**config.mk**
```make
export PLATFORM = sky130hd
export DESIGN_NAME = single_wire_serial_link_with_ack_top
export DESIGN_NICKNAME = d
export VERILOG_FILES = /design/src/swl_pkg.sv /design/src/swl_core.sv /design/src/swl_skid.sv /design/src/single_wire_serial_link_with_ack_top.sv
export SDC_FILE = /design/constraint.sdc
export NUM_CORES = 1
export LEC_CHECK = 0
export BUFFER_PORTS_ARGS = -buffer_cell sky130_fd_sc_hd__buf_2
export CAP_MARGIN = 20
export CORE_ASPECT_RATIO = 1.5
export CORE_MARGIN = 1.5
export CORE_UTILIZATION = 30
export CTS_BUF_LIST = sky130_fd_sc_hd__clkbuf_2 sky130_fd_sc_hd__clkbuf_4 sky130_fd_sc_hd__clkbuf_8
export DETAILED_ROUTE_END_ITERATION = 12
export SLEW_MARGIN = 30
export SYNTH_ARGS = -nofsm -noshare
export SYNTH_HDL_FRONTEND = slang
export SYNTH_HIERARCHICAL = 1
export SYNTH_SLANG_ARGS = --single-unit
```
**constraint.sdc**
```tcl
create_clock -name clk -period 14.3 [get_ports clk]
set_clock_uncertainty 0.15 [all_clocks]
set_input_delay 2.86 -clock clk [delete_from_list [all_inputs] [get_ports clk]]
set_output_delay 2.86 -clock clk [all_outputs]
set_load 0.01 [all_outputs]
```
**src/swl_pkg.sv**
```systemverilog
package swl_pkg;

	// Frame geometry
	localparam int DATA_BITS = 8;
	localparam int BIT_IDX_W = $clog2(DATA_BITS + 3);
	localparam int SH_IDX_W  = $clog2(DATA_BITS);
	localparam int TICK_W    = 16;
	localparam int BYTE_W    = 8;

	// Bus widths
	localparam int S_TDATA_W = 16;
	localparam int M_TDATA_W = 16;

	localparam logic [TICK_W-1:0] BIT_TICKS_RST = 16'd10;
	localparam logic [TICK_W-1:0] BIT_TICKS_MIN = 16'd2;

	// Phase codes
	localparam logic [2:0] PH_IDLE       = 3'd0;
	localparam logic [2:0] PH_TX         = 3'd1;
	localparam logic [2:0] PH_TX_ACKWAIT = 3'd2;
	localparam logic [2:0] PH_RX_START   = 3'd3;
	localparam logic [2:0] PH_RX_DATA    = 3'd4;
	localparam logic [2:0] PH_RX_STOP    = 3'd5;
	localparam logic [2:0] PH_RX_GAP     = 3'd6;
	localparam logic [2:0] PH_RX_ACK     = 3'd7;

	// One result item
	typedef struct packed {
		logic              tx_acked;
		logic              tx_done;
		logic              rx_frame_error;
		logic [BYTE_W-1:0] rx_byte;
		logic              rx_valid;
		logic              busy_res;
		logic              drive_low;
	} swl_res_t;

	// Pack a result item, drive_low in bit 0, zero filled to the bus width
	function automatic logic [M_TDATA_W-1:0] swl_pack(input swl_res_t r);
		return M_TDATA_W'(r);
	endfunction

endpackage

```
**src/swl_core.sv**
```systemverilog
module swl_core
	import swl_pkg::*;
(
	input  logic              clk,
	input  logic              arst_n,
	input  logic              cfg_wr_en,
	input  logic [TICK_W-1:0] cfg_wr_data,
	input  logic              accept,
	input  logic              line_level,
	input  logic              send_request,
	input  logic [BYTE_W-1:0] send_byte,
	output swl_res_t          res
);

	logic [TICK_W-1:0]    bit_ticks_q;
	logic [2:0]           phase_q, phase_n;
	logic [TICK_W-1:0]    tick_q, tick_n;
	logic [BIT_IDX_W-1:0] idx_q, idx_n;
	logic [DATA_BITS-1:0] shift_q, shift_n;

	logic [TICK_W-1:0] full_ticks;
	logic [TICK_W-1:0] half_ticks;
	logic [TICK_W:0]   tick_inc;
	logic              full_hit;
	logic              half_hit;

	// Line drive while sending: low start, inverted data, released stop
	function automatic logic tx_drive(input logic [BIT_IDX_W-1:0] idx,
		input logic [DATA_BITS-1:0] sh);
		logic [BIT_IDX_W-1:0] m;
		m = idx - BIT_IDX_W'(1);
		if (idx == '0)
			return 1'b1;
		else if (idx <= BIT_IDX_W'(DATA_BITS))
			return ~sh[m[SH_IDX_W-1:0]];
		else
			return 1'b0;
	endfunction

	// Hold the bit period register
	always_ff @(posedge clk or negedge arst_n) begin
		if (!arst_n) begin
			bit_ticks_q <= BIT_TICKS_RST;
		end else if (cfg_wr_en) begin
			bit_ticks_q <= cfg_wr_data;
		end
	end

	// Clamp the period and derive the half bit
	assign full_ticks = (bit_ticks_q < BIT_TICKS_MIN) ? BIT_TICKS_MIN : bit_ticks_q;
	assign half_ticks = full_ticks >> 1;
	assign tick_inc   = {1'b0, tick_q} + (TICK_W+1)'(1);
	assign full_hit   = tick_inc >= {1'b0, full_ticks};
	assign half_hit   = tick_inc >= {1'b0, half_ticks};

	// Advance the link state for one tick
	always_comb begin
		phase_n = phase_q;
		tick_n  = tick_q;
		idx_n   = idx_q;
		shift_n = shift_q;
		res     = '0;
		unique case (phase_q)
			PH_IDLE: begin
				if (send_request) begin
					shift_n       = DATA_BITS'(send_byte);
					idx_n         = '0;
					tick_n        = '0;
					phase_n       = PH_TX;
					res.drive_low = 1'b1;
				end else if (!line_level) begin
					tick_n  = '0;
					phase_n = PH_RX_START;
				end
			end
			PH_TX: begin
				tick_n = tick_inc[TICK_W-1:0];
				if (full_hit) begin
					tick_n = '0;
					idx_n  = idx_q + BIT_IDX_W'(1);
				end
				if (idx_n > BIT_IDX_W'(DATA_BITS + 1)) begin
					phase_n = PH_TX_ACKWAIT;
					tick_n  = '0;
					idx_n   = '0;
				end else begin
					res.drive_low = tx_drive(idx_n, shift_q);
				end
			end
			PH_TX_ACKWAIT: begin
				tick_n = tick_inc[TICK_W-1:0];
				if (half_hit) begin
					res.tx_done  = 1'b1;
					res.tx_acked = ~line_level;
					tick_n       = '0;
					phase_n      = PH_IDLE;
				end
			end
			PH_RX_START: begin
				tick_n = tick_inc[TICK_W-1:0];
				if (half_hit) begin
					tick_n = '0;
					if (!line_level) begin
						idx_n   = '0;
						shift_n = '0;
						phase_n = PH_RX_DATA;
					end else begin
						phase_n = PH_IDLE;
					end
				end
			end
			PH_RX_DATA: begin
				tick_n = tick_inc[TICK_W-1:0];
				if (full_hit) begin
					tick_n  = '0;
					shift_n = {line_level, shift_q[DATA_BITS-1:1]};
					idx_n   = idx_q + BIT_IDX_W'(1);
					if (idx_n >= BIT_IDX_W'(DATA_BITS)) begin
						idx_n   = '0;
						phase_n = PH_RX_STOP;
					end
				end
			end
			PH_RX_STOP: begin
				tick_n = tick_inc[TICK_W-1:0];
				if (full_hit) begin
					tick_n = '0;
					if (line_level) begin
						phase_n = PH_RX_GAP;
					end else begin
						res.rx_frame_error = 1'b1;
						phase_n            = PH_IDLE;
					end
				end
			end
			PH_RX_GAP: begin
				tick_n = tick_inc[TICK_W-1:0];
				if (half_hit) begin
					tick_n        = '0;
					phase_n       = PH_RX_ACK;
					res.drive_low = 1'b1;
				end
			end
			PH_RX_ACK: begin
				tick_n = tick_inc[TICK_W-1:0];
				if (full_hit) begin
					tick_n       = '0;
					res.rx_valid = 1'b1;
					res.rx_byte  = BYTE_W'(shift_q);
					phase_n      = PH_IDLE;
				end else begin
					res.drive_low = 1'b1;
				end
			end
		endcase
		res.busy_res = !((phase_q == PH_IDLE) && (phase_n == PH_IDLE));
	end

	// Commit the state on each accepted item
	always_ff @(posedge clk or negedge arst_n) begin
		if (!arst_n) begin
			phase_q <= PH_IDLE;
			tick_q  <= '0;
			idx_q   <= '0;
			shift_q <= '0;
		end else if (accept) begin
			phase_q <= phase_n;
			tick_q  <= tick_n;
			idx_q   <= idx_n;
			shift_q <= shift_n;
		end
	end

endmodule

```
**src/swl_skid.sv**
```systemverilog
module swl_skid
	import swl_pkg::*;
(
	input  logic     clk,
	input  logic     arst_n,
	input  logic     in_valid,
	output logic     in_ready,
	input  swl_res_t in_res,
	output logic     out_valid,
	input  logic     out_ready,
	output swl_res_t out_res
);

	logic     out_v_q;
	logic     skid_v_q;
	swl_res_t out_q;
	swl_res_t skid_q;
	logic     take;
	logic     drain;

	assign in_ready  = !skid_v_q;
	assign out_valid = out_v_q;
	assign out_res   = out_q;
	assign take      = in_valid && in_ready;
	assign drain     = out_v_q && out_ready;

	// Track occupancy of the output and skid stages
	always_ff @(posedge clk or negedge arst_n) begin
		if (!arst_n) begin
			out_v_q  <= 1'b0;
			skid_v_q <= 1'b0;
		end else begin
			if (skid_v_q) begin
				if (drain)
					skid_v_q <= 1'b0;
			end else if (take) begin
				if (!out_v_q || drain)
					out_v_q <= 1'b1;
				else
					skid_v_q <= 1'b1;
			end else if (drain) begin
				out_v_q <= 1'b0;
			end
		end
	end

	// Move item payloads
	always_ff @(posedge clk) begin
		if (skid_v_q) begin
			if (drain)
				out_q <= skid_q;
		end else if (take) begin
			if (!out_v_q || drain)
				out_q <= in_res;
			else
				skid_q <= in_res;
		end
	end

endmodule

```
**src/single_wire_serial_link_with_ack_top.sv**
```systemverilog
// Half-duplex single-wire serial transceiver with acknowledge.
// s_* channel: one item per line tick, carrying the sampled line level, a
// send request and the byte to send. m_* channel: one result item per input
// item with the line drive, busy flag, receive and transmit status.
// The bit period is written through cfg_wr_en / cfg_wr_data (ticks per bit,
// values below 2 act as 2); write it only while the link is idle.
// The result of an item is registered in the output stage before it appears
// on m_tvalid. Throughput: one item per cycle while s_tready is high; the tick
// state machine computes its next state combinationally, so the next item is taken right away.
// A two-entry output stage (result register plus skid register) keeps
// s_tready high while one result waits; s_tready drops only when both are
// full, and rises again once the receiver takes an item.
// Reset (arst_n low) returns the link to idle, clears both output stages and
// loads a bit period of 10 ticks.
module single_wire_serial_link_with_ack_top
	import swl_pkg::*;
(
	input  logic                 clk,
	input  logic                 arst_n,
	input  logic                 cfg_wr_en,
	input  logic [TICK_W-1:0]    cfg_wr_data,
	input  logic                 s_tvalid,
	output logic                 s_tready,
	// [0] line_level, [1] send_request, [9:2] send_byte, [15:10] zero
	input  logic [S_TDATA_W-1:0] s_tdata,
	output logic                 m_tvalid,
	input  logic                 m_tready,
	// [0] drive_low, [1] busy_res, [2] rx_valid, [10:3] rx_byte,
	// [11] rx_frame_error, [12] tx_done, [13] tx_acked, [15:14] zero
	output logic [M_TDATA_W-1:0] m_tdata
);

	logic     accept;
	swl_res_t core_res;
	swl_res_t out_res;

	assign accept = s_tvalid && s_tready;

	// Tick state machine
	swl_core u_core (
		.clk          (clk),
		.arst_n       (arst_n),
		.cfg_wr_en    (cfg_wr_en),
		.cfg_wr_data  (cfg_wr_data),
		.accept       (accept),
		.line_level   (s_tdata[0]),
		.send_request (s_tdata[1]),
		.send_byte    (s_tdata[9:2]),
		.res          (core_res)
	);

	// Output register with skid stage
	swl_skid u_skid (
		.clk       (clk),
		.arst_n    (arst_n),
		.in_valid  (s_tvalid),
		.in_ready  (s_tready),
		.in_res    (core_res),
		.out_valid (m_tvalid),
		.out_ready (m_tready),
		.out_res   (out_res)
	);

	assign m_tdata = swl_pack(out_res);

	// Receive completion and transmit completion never share an item
	a_no_rx_tx_overlap: assert property (@(posedge clk) disable iff (!arst_n)
		m_tvalid |-> !(m_tdata[2] && m_tdata[12]))
		else $error("rx_valid and tx_done in the same item");

	// Line is only pulled low while busy
	a_drive_implies_busy: assert property (@(posedge clk) disable iff (!arst_n)
		(m_tvalid && m_tdata[0]) |-> m_tdata[1])
		else $error("drive_low without busy_res");

	// Input stalls only when a result is waiting at the output
	a_stall_needs_output: assert property (@(posedge clk) disable iff (!arst_n)
		!s_tready |-> m_tvalid)
		else $error("s_tready low with empty output stage");

	// A stalled input follows a stalled output
	a_stall_cause: assert property (@(posedge clk) disable iff (!arst_n)
		(s_tready && s_tvalid && m_tvalid && !m_tready) |=> !s_tready)
		else $error("skid stage not filled on stall");

endmodule
```
Word-level counts from Yosys, hierarchy flattened
Index checks and enable logic that the tools add are counted.
{ "word_totals": {"word_cells": 133, "regBits": 77, "input_bits": 37, "out_inout_bits": 18} }
{ "classes": {"n_mux": 61, "n_reduce_logical": 23, "eq_ne": 14, "addsub": 3, "n_bitwise": 4, "n_lt_le_gt_ge": 7} }
{ "op_table": {"columns": ["op", "n"], "rows": [
  ["2-to-1 mux 16 bit", 6],
  ["one-hot mux 16 bit (4 select lines)", 1],
  ["2-to-1 mux 14 bit", 4],
  ["2-to-1 mux 3 bit", 12],
  ["2-to-1 mux 4 bit", 8],
  ["2-to-1 mux 8 bit", 4],
  ["one-hot mux 3 bit (8 select lines)", 1],
  ["one-hot mux 8 bit (3 select lines)", 1],
  ["2-to-1 mux 9 bit", 2],
  ["adder 16 x 1 -> 17 bit (second input constant)", 1],
  ["greater-or-equal comparator 17 x 15 -> 1 bit", 1],
  ["greater-or-equal comparator 17 x 16 -> 1 bit", 1],
  ["2-to-1 mux 1 bit", 17],
  ["< comparator 16 x 2 -> 1 bit (second input constant)", 1],
  ["one-hot mux 4 bit (4 select lines)", 1],
  ["equality test 3 bit (second input constant)", 4],
  ["AND reduction 6 bit", 2],
  ["AND reduction 3 bit", 3],
  ["equality test 3 x 2 -> 1 bit (second input constant)", 2],
  ["zero test 3 bit", 2],
  ["inequality test 2 x 1 -> 1 bit (second input constant)", 3],
  ["inequality test 2 bit (second input constant)", 3],
  ["nonzero test 2 bit", 3],
  ["OR reduction 3 bit", 2],
  ["other kinds (19)", 27]
]} }

Depth between registers and ports, before layout
Gate-level depths: netlist of the first run.
{ "logic_depth": {"word_depth": 16, "ltp_mapped": 23, "mapped_depth_nobuf": 20} }

Modules after synthesis
The synthesis of the first run kept the hierarchy.
{ "modules_own_cells": {"columns": ["module", "cells_per_inst", "area_per_inst_um2", "seq_area_each_um2", "instances"], "rows": [
  ["swl_core", 439, 3764.9, 1178.6, 1],
  ["swl_skid", 56, 1159.9, 890.9, 1],
  ["single_wire_serial_link_with_ack_top", 4, 25.0, 0.0, 1]
]} }

Worst setup path after synthesis of the first run
OpenSTA, ideal clock, no wires.
{ "synth_timing": {"kind": "register to register", "start": "register u_core.tick_q[0]", "end": "register u_skid.out_q (netlist bit u_skid/out_res[0]) (data pin)", "path_stages_with_launch": 23, "setup_ps": 129, "period_less_slack_ps": 4936, "slack_ps": 9364, "arrival_time_ps": 4657, "cell_sequence": "dfrtp_1 -> ha_1 -> nand3_1 -> or2_2 -> nor2_1 -> nand3_1 -> xnor2_1 -> ha_1 -> a21o_1 -> a21o_1 -> a211oi_2 -> o211a_1 -> buf_6 -> clkbuf_1 -> nor2_1 -> a21oi_1 -> ha_1 -> or3_1 -> o311ai_0 -> a21oi_1 -> a32o_1 -> o22ai_2 -> mux2_4"} }
{ "synth_rtl": {"columns": ["item", "line", "source"], "rows": [
  ["start: declaration", "swl_core.sv:17", "logic [TICK_W-1:0] tick_q, tick_n;"],
  ["start signal: assignment", "swl_core.sv:168", "tick_q <= tick_n;"],
  ["end signal: assignment", "swl_skid.sv:51", "out_q <= skid_q;"],
  ["end signal: assignment", "swl_skid.sv:54", "out_q <= in_res;"],
  ["end: declaration", "swl_skid.sv:16", "swl_res_t out_q;"]
]} }

Final worst setup path of the first run
{ "layout_timing": {"start": "register u_core.tick_q[0]", "end": "register u_core.tick_q[15]"} }
{ "layout_between": {"elab_chain_len": 7, "elab_cells_between_ends": 10, "cone_classes": "1 x add/sub; 3 x order compare; 6 x mux"} }
{ "layout_lines": {"columns": ["item", "line", "source"], "rows": [
  ["adder 16 x 1 -> 17 bit *", "swl_core.sv:52", "assign tick_inc = {1'b0, tick_q} + (TICK_W+1)'(1);"],
  ["greater-or-equal comparator 17 x 16 -> 1 bit", "swl_core.sv:53", "assign full_hit = tick_inc >= {1'b0, full_ticks};"],
  ["2-to-1 mux 4 bit", "swl_core.sv:78", "if (full_hit) begin"],
  ["2-to-1 mux 4 bit", "swl_core.sv:63", "unique case (phase_q)"],
  ["> comparator 4 bit", "swl_core.sv:82", "if (idx_n > BIT_IDX_W'(DATA_BITS + 1)) begin"],
  ["2-to-1 mux 16 bit", "swl_core.sv:82", null],
  ["one-hot mux 16 bit (4 select lines) *", "swl_core.sv:63", null]
]} }
Mark *: on every way between the ends. The rest lies on a longest branch, timed or not. The select of a mux whose other input is x is not followed.
A chain may end at the register's enable or synchronous reset.

==> results by group, run 1 <==
Status
  – Status: completed

Die
  – Die height: 160 um
  – Die area: 17300 um2
  – # rows: 57
  – Core Area: 16200 um2
  – I/O pins: 55
  – Initial core utilization: 0.306
  – DIE WIDTH: 108 um

Setup path
  – Worst Path Arrival: 6320 ps
  – Critical Path RT: 14470 ps
  – R2r setup slk: 8150 ps
  – R2r startpoint: u_core/tick_q[0]
  – CP Launch Type: flip-flop
  – Worst r2r path cells: 20
  – Worst R2R End: u_core/tick_q[15]
  – Largest fanout on the critical path: 19
  – Worst Setup Path Type: reg -> reg
  – CP endpoint kind: flip-flop

Cells and area
  – Layout cells sized above 1: 0.206
  – Area Growth Syn to Fin: 12.7%
  – Most frequent cells in the layout: nand2_1 (63), dfrtp_1 (47), buf_2 (46)
  – Filler cells: 1641
  – Final Core Density: 0.344
  – Final Non-Filler Cells: 751
  – Nets@finish: 612
  – Most common cell after layout, fill and taps aside: nand2_1
  – Antenna diodes: 0

Global route
  – Initial antenna violation count: 0
  – Pin count of the biggest net entering global routing: 50
  – Vias in the first global route: 4062
  – First-pass GRT wire length: 19.0 mm
  – Gr ovfl total: 0
  – Total GRT Usage: 0.138

Clock tree
  – Setup Buffers After CTS: 0
  – Root Buffer: clkbuf_8
  – CTS tree: done
  – Clock latency on the worst-skew pair: 370 ps
  – Post-CTS sizing: 0
  – Cts hold-fix bufs: 0
  – H-tree levels: 3
  – Clk buf depth: 2
  – Num CTS Buffers: 9
  – Clk slew on worst S/H paths: 90 ps
  – Clock Sinks: 77

Worst hold path
  – Hold WC Path Type: reg -> reg
  – Hold path start: u_skid/out_valid
  – WHS Endpoint: u_skid/skid_v_q
  – Worst hold path depth: 1

Synthesis
  – YS warnings: 6
  – Synth Instances: 499
  – Distinct cells, synth: 67
  – Top_reg_cell synth: dfrtp_1
  – FFs w/ async S/R, synth: 0.636
  – Post-Syn Area: 4950 um2
  – Post-synth EDFFs: 28
  – Post-Syn Area per Cell: 9.92 um2
  – Sequential share of the synthesized area: 0.418
  – Register bit total from synthesis: 77

Placement
  – PortBufs: 46
  – Total placed cells including tap cells: 735
  – Gp weighted congestion: 0.848
  – Detailed placement HPWL: 8.79 mm

Detailed routing
  – Total number of vias: 3998
  – Routed len/inst: 15.2 um
  – Vias/cell: 5.32
  – DR DRC count: 0
  – Final ANT Viol Nets: 0
  – Drt total wl: 11.4 mm
  – Iteration-0 DRC Markers: 140
  – First-pass iteration count of the detailed router: 5

STA
  – Relative slew slack: 0.391
  – Measured slew at the worst slew-check pin: 914 ps
  – Hold violation total from the final report: 0
  – Slew Limit Fails: 0
  – Final worst path period share: 0.430
  – Final Setup Violations: 0
  – Max Fclk: 0.163 GHz
  – RSZ-0062 raised after global routing: false
  – Post-route minimum period: 6150 ps
  – Setup_tns: 0 ps

Power and ir drop
  – Peak VDD IR: 56.8 uV
  – PD cells: 138 nW/um2
  – Leak pwr: 2.46 nW

Job
  – Total of max-cap violations: 0
-- worst max path at each step --
stage                          start                 to  depth (start not counted)  slack [ps]
floorplan           u_core/tick_q[0]  u_skid/out_res[0]                         22        9360
global placement    u_core/tick_q[0]  u_core/tick_q[14]                         20        8330
detailed placement  u_core/tick_q[0]  u_core/tick_q[15]                         20        8190
CTS                 u_core/tick_q[0]  u_core/tick_q[15]                         20        8200
global route        u_core/tick_q[0]  u_core/tick_q[15]                         20        7660
finish              u_core/tick_q[0]  u_core/tick_q[15]                         20        8150
-- layout make-up --
cell class | count | area, um2 | area share
Clock buffer | 9 | 124 | 0.0222
Clock inverter | 7 | 82.6 | 0.0148
Inverter | 30 | 113 | 0.0202
Multi-Input combinational cell | 372 | 2670 | 0.479
Sequential cell | 77 | 2070 | 0.371
Tap cell | 206 | 258 | 0.0462
Timing Repair Buffer | 50 | 260 | 0.0467
-- where the power goes --
group / leakage, nW / internal, mW / switching (mW)
Sequential: 0.870 / 0.277 / 0.0436
Combinational: 1.49 / 0.121 / 0.154
Clock: 0.0984 / 0.0832 / 0.0913
Total: 2.46 / 0.482 / 0.289
-- worst max-delay path, stage by stage (launching register included) --
cell	delay, ps
dfrtp_1	510
ha_1	260
nand3_1	210
or2_2	390
nor2_1	200
nand3_1	130
xnor2_1	330
ha_1	310
a21o_1	160
a21o_1	190
a211oi_2	410
o211a_1	760
nor2_1	70
a21oi_1	220
ha_1	210
nor2_1	40
inv_1	90
o2111ai_4	190
a2111oi_4	920
or2_1	230
a22o_1	130
-- per-layer routing --
metal / up-vias / track usage / wire length, um / share of wire
met5: - / 0 / 0 / 0
met4: 0 / 0.0783 / 448 / 0.039
met3: 34 / 0.0207 / 384 / 0.034
met2: 102 / 0.260 / 6100 / 0.53
met1: 1939 / 0.143 / 4480 / 0.39
li1: 1923 / - / - / -
-- flip-flops by register name, indices dropped and copies added (netlist names), 3 cells and up --
| signal | count |
|---|---|
| u_core/phase_q | 3 |
| u_skid/skid_q | 14 |
| u_core/idx_q | 4 |
| u_core/shift_q | 8 |
| u_core/tick_q | 16 |
| u_core/bit_ticks_q | 16 |
| u_skid/out_res | 14 |
-- metrics by stage --
step / instance area, um2 / worst slack, ps / total power, mW / hold slack, ps
after detailed placement: 5360 / 8190 / 0.603 / 363
after global placement: 5350 / 8330 / 0.586 / 345
after CTS: 5570 / 8200 / 0.780 / 373
after global routing: 5580 / 7660 / 0.825 / 401
after floorplan: 4950 / 9360 / 0.528 / 317
final: 5580 / 8150 / 0.770 / 375
-- synthesized netlist by cell type, types with 3 or more instances --
cell type | n | area [um2]
inv_1 | 29 | 109
xor2_1 | 3 | 26.3
nand2_1 | 63 | 236
nor3_1 | 14 | 70.1
o2111ai_1 | 4 | 35.0
clkbuf_1 | 14 | 52.6
or2_2 | 9 | 56.3
edfxtp_1 | 28 | 841
nand2b_1 | 8 | 50.1
nand4_1 | 14 | 87.6
buf_4 | 3 | 22.5
a32oi_1 | 3 | 26.3
a21oi_2 | 3 | 26.3
o22ai_1 | 7 | 43.8
mux2_1 | 6 | 67.6
o211ai_1 | 3 | 22.5
nor2_1 | 23 | 86.3
nor4_1 | 7 | 43.8
mux2_2 | 11 | 124
o21ai_0 | 31 | 155
a211oi_1 | 4 | 30.0
xnor2_1 | 5 | 43.8
dfrtp_1 | 47 | 1180
nand3_1 | 10 | 50.1
and3_1 | 4 | 25.0
a21oi_1 | 16 | 80.1
ha_1 | 35 | 438
and2_1 | 12 | 75.1
a31oi_1 | 4 | 25.0
o21ai_1 | 5 | 25.0
a21o_1 | 5 | 37.5
nor2b_1 | 7 | 43.8
o31ai_1 | 3 | 22.5
a22o_1 | 11 | 96.3
mux2_4 | 7 | 105
-- kinds of logic after synthesis --
logic type,share of synthesized area
AOI/OAI and AO/OA,0.181
buffers and inverters,0.0475
muxes,0.0645
other,0.000758
DFF,0.418
adders and majority gates,0.0907
xor gates and xnor gates,0.0197
and+or+nand+nor,0.177
Power figures use the tool's default switching activity.
==> run 2: changes to the inputs <==
--- a/config.mk
+++ b/config.mk
@@ -5,6 +5,7 @@
 export SDC_FILE = /design/constraint.sdc
 export NUM_CORES = 1
 export LEC_CHECK = 0
+export ABC_AREA = 1
 export BUFFER_PORTS_ARGS = -buffer_cell sky130_fd_sc_hd__buf_2
 export CAP_MARGIN = 20
 export CORE_ASPECT_RATIO = 1.5
==> constraint.sdc (replaced) <==
create_clock -name clk -period 6.2 [get_ports clk]
set_clock_uncertainty 0.15 [all_clocks]
set_input_delay 1.24 -clock clk [delete_from_list [all_inputs] [get_ports clk]]
set_output_delay 1.24 -clock clk [all_outputs]
set_load 0.01 [all_outputs]
==> run 2 against run 1 <==
Compared with the run above:
- global-route usage up 0.10 points
- via count up 21%
- maximum frequency up 25%
- setup slack worse by 6900 ps
- sequential share of layout area down 3.2 points
- die area up 11%
- critical path type unchanged
- first-iteration DRC count up 56%
- worst hold slack worse by 47 ps
- clock power up 140%
- synthesized area up 11%
- final cell count up 37%
- largest cell class unchanged
- design area up 9.5%
==> results by group, run 2 <==
Synthesis
  – Post-Syn Area: 5500 um2 (+11%)
  – Cell with the most instances after synthesis: nand2_1
  – Distinct cells, synth: 44 (-34%)
  – Largest area contributor in the netlist: dfrtp_1
  – FFs w/ async S/R, synth: 0.636 (unchanged)
  – Synth area leaders: dfrtp_1 (21%), nand2_1 (19%), edfxtp_1 (15%)
  – Top_reg_cell synth: dfrtp_1
  – Register bit total from synthesis: 77 (unchanged)
  – YS warnings: 6 (unchanged)
  – Post-synth EDFFs: 28 (unchanged)
  – Synth top area share: 0.214 (-0.0239)
  – Sequential share of the synthesized area: 0.376 (-0.0420)
  – Synth Instances: 767 (+54%)
  – Commonest cells post-synth: nand2_1 (272), inv_1 (92), nand3_1 (73), nor2_1 (66), dfrtp_1 (47)
  – Post-Syn Area per Cell: 7.17 um2 (-28%)

Die
  – DIE WIDTH: 114 um (+5.3%)
  – Die area: 19200 um2 (+11%)
  – I/O pins: 55 (unchanged)
  – Die height: 169 um (+5.3%)
  – Initial core utilization: 0.307 (+0.000952)
  – Core Area: 17900 um2 (+11%)
  – # rows: 60 (+5.3%)

Clock tree
  – Cts hold-fix bufs: 0 (unchanged)
  – Num CTS Buffers: 9 (unchanged)
  – Post-CTS sizing: 0 (unchanged)
  – Clk slew on worst S/H paths: 100 ps (about the same)
  – Clock Sinks: 77 (unchanged)
  – Setup Buffers After CTS: 0 (unchanged)
  – H-tree levels: 3 (unchanged)
  – Clock latency on the worst-skew pair: 370 ps (about the same)
  – Root Buffer: clkbuf_8
  – Clk buf depth: 2 (unchanged)
  – CTS tree: done

Global route
  – Vias in the first global route: 4595 (+13%)
  – Pin count of the biggest net entering global routing: 50 (unchanged)
  – First-pass GRT wire length: 21.4 mm (+13%)
  – Total GRT Usage: 0.140 (+0.00105)
  – Gr ovfl total: 0 (unchanged)
  – Initial antenna violation count: 0 (unchanged)

STA
  – Relative slew slack: 0.356 (-0.0348)
  – Measured slew at the worst slew-check pin: 965 ps (+51.1 ps)
  – Hold_ws: 328 ps (-47.4 ps)
  – Hold violation total from the final report: 0 (unchanged)
  – Max Fclk: 0.204 GHz (+25%)
  – Slew Limit Fails: 0 (unchanged)
  – Post-route minimum period: 4910 ps (-1240 ps)
  – Final Setup Violations: 0 (unchanged)
  – Setup_tns: 0 ps (unchanged)
  – Final worst path period share: 0.792 (+0.362)
  – RSZ-0062 raised after global routing: false

Setup path
  – Worst Path Arrival: 4890 ps (-1430 ps)
  – Critical Path RT: 6180 ps (-8290 ps)
  – Max stage delay on crit path: 550 ps (-370 ps)
  – Slowest CP cell: dfrtp_1
  – R2r startpoint: u_core/tick_q[0]
  – CP endpoint kind: flip-flop
  – Cell repeated most along the worst path: nand2_1
  – Worst r2r path cells: 27 (+35%)
  – CP delay by family, top: simple AND/OR/NAND/NOR gates
  – Worst Setup Path Type: reg -> reg
  – Worst R2R End: u_skid/out_res[0]
  – R2r setup slk: 1290 ps (-6860 ps)
  – Crit path buf inv count: 3 (+2)
  – CP Launch Type: flip-flop
  – Largest fanout on the critical path: 24 (+5)

Detailed routing
  – Routed len/inst: 12.3 um (-19%)
  – Total number of vias: 4821 (+21%)
  – Iteration-0 DRC Markers: 218 (+56%)
  – First-pass iteration count of the detailed router: 4 (-1)
  – Final ANT Viol Nets: 0 (unchanged)
  – Drt total wl: 12.7 mm (+11%)
  – Vias/cell: 4.69 (-12%)
  – DR DRC count: 0 (unchanged)

Status
  – Status: completed

Worst hold path
  – WHS Endpoint: u_core/shift_q[3]
  – Hold WC Path Type: reg -> reg
  – Hold path start: u_core/shift_q[3]
  – Worst hold path depth: 2 (+1)

Cells and area
  – Most frequent cells in the layout: nand2_1 (272), inv_1 (92), nand3_1 (73)
  – Final Non-Filler Cells: 1028 (+37%)
  – Area Growth Syn to Fin: 11.0%
  – Antenna diodes: 0 (unchanged)
  – Nets@finish: 878 (+43%)
  – Most common cell after layout, fill and taps aside: nand2_1
  – Top flop regs: u_core/bit_ticks_q: 16 flops, u_core/tick_q: 16 flops
  – Layout cells sized above 1: 0.132 (-0.0736)
  – Final Core Density: 0.340 (-0.00402)
  – Filler cells: 1949 (+19%)

Placement
  – Gp weighted congestion: 0.863 (+1.8%)
  – PortBufs: 46 (unchanged)
  – Detailed placement HPWL: 9.61 mm (+9.3%)
  – Total placed cells including tap cells: 1012 (+38%)

Job
  – Total of max-cap violations: 0 (unchanged)

Power and ir drop
  – PD cells: 307 nW/um2 (+120%)
  – Power Total: 1.87 mW (+140%)
  – Leak pwr: 3.20 nW (+30%)
  – Peak VDD IR: 117 uV (+110%)
run 2: changes by cell type in the layout (fill, tap and decap cells not counted), moves of 7 or more:
cell,delta
mux2_4,-7
nand2b_1,-8
or2_2,-9
xor2_1,+7
o22ai_1,-7
nand2_1,+209
nor2b_1,-7
nor2_1,+41
a22o_1,-11
inv_1,+63
and2_1,-12
nand3_1,+63
nand2_2,+12
mux2_2,-11
run 2: cells by family (layout without fill, tap and decap cells):
family                     Yosys count  after routing  share of synthesized area
buffers and inverters              125            168                     0.0971
xor gates and xnor gates            13             13                     0.0221
adders and majority gates           35             35                     0.0796
other                                1              2                   0.000681
DFF                                 77             77                      0.376
and+or+nand+nor                    459            459                      0.366
AOI/OAI and AO/OA                   57             57                     0.0582
run 2: final cells by class:
cell class	count	area (um2)	area share
flip-flops and latches	77	2070	0.339
clock buffers	9	124	0.0203
clock inverters	7	88.8	0.0145
well taps	217	272	0.0444
inverters	104	402	0.0658
multi-input cells	566	2910	0.476
repair buffers	48	245	0.0401
run 2: per-layer routing:
metal	global-route usage	share of wire	wire length [um]	up-vias
met5	0	0	0	-
met4	0.0505	0.019	236	0
met3	0.0258	0.038	480	15
met2	0.257	0.53	6690	87
met1	0.158	0.42	5260	2211
li1	-	-	-	2508
run 2: worst min-delay path: cells and delay by family (launching register included):
kind             cells  cell delay (ps)
and+or+nand+nor      2              100
DFF                  1              350
run 2: worst max path at each step:
stage | startpoint | depth (start not counted) | slack (ps) | end
final | u_core/tick_q[0] | 27 | 1290 | u_skid/out_res[0]
after CTS | u_core/tick_q[0] | 27 | 1290 | u_skid/out_res[0]
after floorplan | u_core/tick_q[0] | 28 | 2100 | u_skid/out_res[0]
after detailed placement | u_core/tick_q[0] | 27 | 1340 | u_skid/out_res[0]
after global routing | u_core/tick_q[0] | 27 | 780 | u_skid/out_res[0]
after global placement | u_core/tick_q[0] | 27 | 1400 | u_skid/out_res[0]
run 2: per-stage QoR:
stage                     setup WS, ps  area [um2]
after floorplan                   2100        5510
after global placement            1400        5890
after detailed placement          1340        5900
after CTS                         1290        6110
after global routing               779        6110
final                             1290        6110
run 2: where the power goes:
group | total, mW | switching, mW | internal [mW] | leakage (nW)
logic | 0.720 | 0.489 | 0.231 | 2.20
clock network | 0.422 | 0.225 | 0.197 | 0.106
registers | 0.731 | 0.0764 | 0.655 | 0.896
==> run 3: changes to the inputs <==
==> constraint.sdc (replaced) <==
create_clock -name clk -period 5.07 [get_ports clk]
set_clock_uncertainty 0.15 [all_clocks]
set_input_delay 1.014 -clock clk [delete_from_list [all_inputs] [get_ports clk]]
set_output_delay 1.014 -clock clk [all_outputs]
set_load 0.01 [all_outputs]
==> run 3 against run 2 <==
Compared with the run above:
- critical path depth decreased by 1
- clock power increased by 5.7%
- routed wire length increased by 0.77%
- non-clock buffer count increased by 5
- final cell count increased by 0.49%
- register-to-register slack got worse by 750 ps
- sequential power increased by 23%
- maximum frequency increased by 8.4%
- design area increased by 0.18%
- die area unchanged
- sequential share of layout area decreased by 0.062 points
- critical path type unchanged
- largest cell class unchanged
- largest power group unchanged
==> results by group, run 3 (synthesized netlist as in run 2, its figures left out) <==
Power and ir drop
  – Switching Share: 0.429 (+0.00736)
  – Leak pwr: 3.21 nW (+0.45%)
  – Sw power: 958 uW (+21%)
  – Comb power frac: 0.399 (+0.015)
  – Int Power: 1.27 mW (+18%)
  – Clk network pwr share: 0.200 (-0.025)
  – Peak VDD IR: 143 uV (+23%)
  – Power share of the sequential group: 0.401 (+0.011)
  – PD cells: 365 nW/um2 (+19%)

Setup path
  – R2r setup slk: 540 ps (-750 ps)
  – Worst Path Arrival: 4520 ps (-370 ps)
  – CP endpoint kind: flip-flop
  – Crit path buf inv count: 3 (unchanged)
  – Largest fanout on the critical path: 7 (-71%)
  – Worst r2r path cells: 26 (-3.7%)
  – Max stage delay on crit path: 510 ps (-40 ps)
  – Critical Path RT: 5060 ps (-1120 ps)
  – Slowest CP cell: dfrtp_1
  – Worst Setup Path Type: reg -> reg
  – Cell repeated most along the worst path: nand2_1
  – Critical path depth: 26 (-3.7%)
  – CP Launch Type: flip-flop
  – R2r startpoint: u_core/tick_q[0]
  – CP delay by family, top: simple AND/OR/NAND/NOR gates
  – Worst R2R End: u_skid/out_res[0]

Cells and area
  – Area Growth Syn to Fin: 11.2%
  – Top flop regs: u_core/bit_ticks_q: 16 flops, u_core/tick_q: 16 flops
  – Antenna diodes: 0 (unchanged)
  – Most common cell after layout, fill and taps aside: nand2_1
  – Layout cells sized above 1: 0.137 (+0.00532)
  – Final Non-Filler Cells: 1033 (+0.49%)
  – Final Core Density: 0.341 (+0.000628)
  – Most frequent cells in the layout: nand2_1 (272), inv_1 (92), nand3_1 (73)
  – Nets@finish: 883 (+0.57%)

STA
  – Hold_ws: 330 ps (+2.05 ps)
  – Relative slew slack: 0.477 (+0.121)
  – Setup_tns: 0 ps (unchanged)
  – Final worst path period share: 0.893 (+0.101)
  – Post-route minimum period: 4530 ps (-382 ps)
  – RSZ-0062 raised after global routing: false
  – Final Setup Violations: 0 (unchanged)
  – Measured slew at the worst slew-check pin: 784 ps (-182 ps)
  – Final WS setup: 542 ps (-748 ps)
  – Max Fclk: 0.221 GHz (+8.4%)
  – Slew Limit Fails: 0 (unchanged)
  – Hold violation total from the final report: 0 (unchanged)

Clock tree
  – Setup Buffers After CTS: 0 (unchanged)
  – Root Buffer: clkbuf_8
  – Post-CTS sizing: 0 (unchanged)
  – H-tree levels: 3 (unchanged)
  – Clock latency on the worst-skew pair: 390 ps (+20 ps)
  – Num CTS Buffers: 9 (unchanged)
  – Clk slew on worst S/H paths: 90 ps (about the same)
  – Clk buf depth: 2 (unchanged)
  – Clock Sinks: 77 (unchanged)
  – Cts hold-fix bufs: 0 (unchanged)
  – CTS tree: done

Detailed routing
  – First-pass iteration count of the detailed router: 4 (unchanged)
  – Iteration-0 DRC Markers: 263 (+21%)
  – Routed len/inst: 12.4 um (+0.29%)
  – DR DRC count: 0 (unchanged)
  – Total number of vias: 4829 (+0.17%)
  – Final ANT Viol Nets: 0 (unchanged)
  – Drt total wl: 12.8 mm (+0.77%)
  – Vias/cell: 4.67 (-0.32%)

Status
  – Status: completed

Die
  – Die area: 19200 um2 (unchanged)
  – Die height: 169 um (unchanged)
  – DIE WIDTH: 114 um (unchanged)
  – # rows: 60 (unchanged)
  – Core Area: 17900 um2 (unchanged)
  – Initial core utilization: 0.307 (unchanged)
  – I/O pins: 55 (unchanged)

Worst hold path
  – Hold WC Path Type: reg -> reg
  – Worst hold path depth: 2 (unchanged)
  – Hold path start: u_core/shift_q[3]
  – WHS Endpoint: u_core/shift_q[3]

Job
  – Total of max-cap violations: 0 (unchanged)

Placement
  – PortBufs: 46 (unchanged)
  – Total placed cells including tap cells: 1017 (+0.49%)
  – Dpl ws: 545 ps (-791 ps)
  – Detailed placement HPWL: 9.64 mm (+0.27%)
  – Gp weighted congestion: 0.878 (+1.8%)

Global route
  – Vias in the first global route: 4631 (+0.78%)
  – Initial antenna violation count: 0 (unchanged)
  – Gr ovfl total: 0 (unchanged)
  – Total GRT Usage: 0.146 (+0.00630)
  – First-pass GRT wire length: 22.1 mm (+3.1%)
  – Pin count of the biggest net entering global routing: 50 (unchanged)
==> run 3: cell types whose count changed in the layout (fill, tap and decap cells not counted), sizes merged <==
cell	before	now
inv	102	99
bufinv	1	0
buf	48	53
clkinv	7	12
clkinvlp	1	0
==> run 3: final cells by class <==
cell class                 count  area [um2]
fill                        1930       11800
multi-input combinational    566        2910
sequential                    77        2070
inverter                     104         402
timing repair buffer          53         283
tap                          217         272
clock buffer                   9         124
clock inverter                 7        57.6
==> run 3: worst max-delay path by stage <==
| stage | to | start | slack [ps] |
|---|---|---|---|
| 5_1_grt | u_skid/out_res[0] | u_core/tick_q[0] | 110 |
| 6_report | u_skid/out_res[0] | u_core/tick_q[0] | 540 |
| 4_1_cts | u_skid/out_res[0] | u_core/tick_q[0] | 520 |
| 2_1_floorplan | u_skid/out_res[0] | u_core/tick_q[0] | 970 |
| 3_3_place_gp | u_skid/out_res[0] | u_core/tick_q[0] | 580 |
| 3_5_place_dp | u_skid/out_res[0] | u_core/tick_q[0] | 550 |
==> run 3: routing by layer <==
layer | wire length [um] | vias up | share of wire | GRT usage
met5 | 0 | - | 0 | 0
met4 | 318 | 0 | 0.025 | 0.0614
met3 | 410 | 23 | 0.032 | 0.0247
met2 | 6700 | 82 | 0.52 | 0.261
met1 | 5340 | 2210 | 0.42 | 0.170
li1 | - | 2514 | - | -
==> run 3: tightest hold or removal path, stage by stage, from the launching register on <==
cell and delay, ps:
dfrtp_1 350, nand2_1 60, nand2_1 50
==> run 3: power groups by stage <==
stage          sequential (mW)  clock (mW)  combinational (mW)
6_report                 0.896       0.446               0.891
5_1_grt                  0.919       0.490                1.04
4_1_cts                  0.896       0.465               0.901
3_5_place_dp             0.909           0               0.898
3_3_place_gp             0.904           0               0.883
2_1_floorplan            0.898           0               0.674
==> run 3: through the flow <==
| step | total power [mW] | instance area [um2] |
|---|---|---|
| 6_report | 2.23 | 6120 |
| 5_1_grt | 2.45 | 6120 |
| 4_1_cts | 2.26 | 6110 |
| 3_5_place_dp | 1.81 | 5930 |
| 3_3_place_gp | 1.79 | 5930 |
| 2_1_floorplan | 1.57 | 5510 |
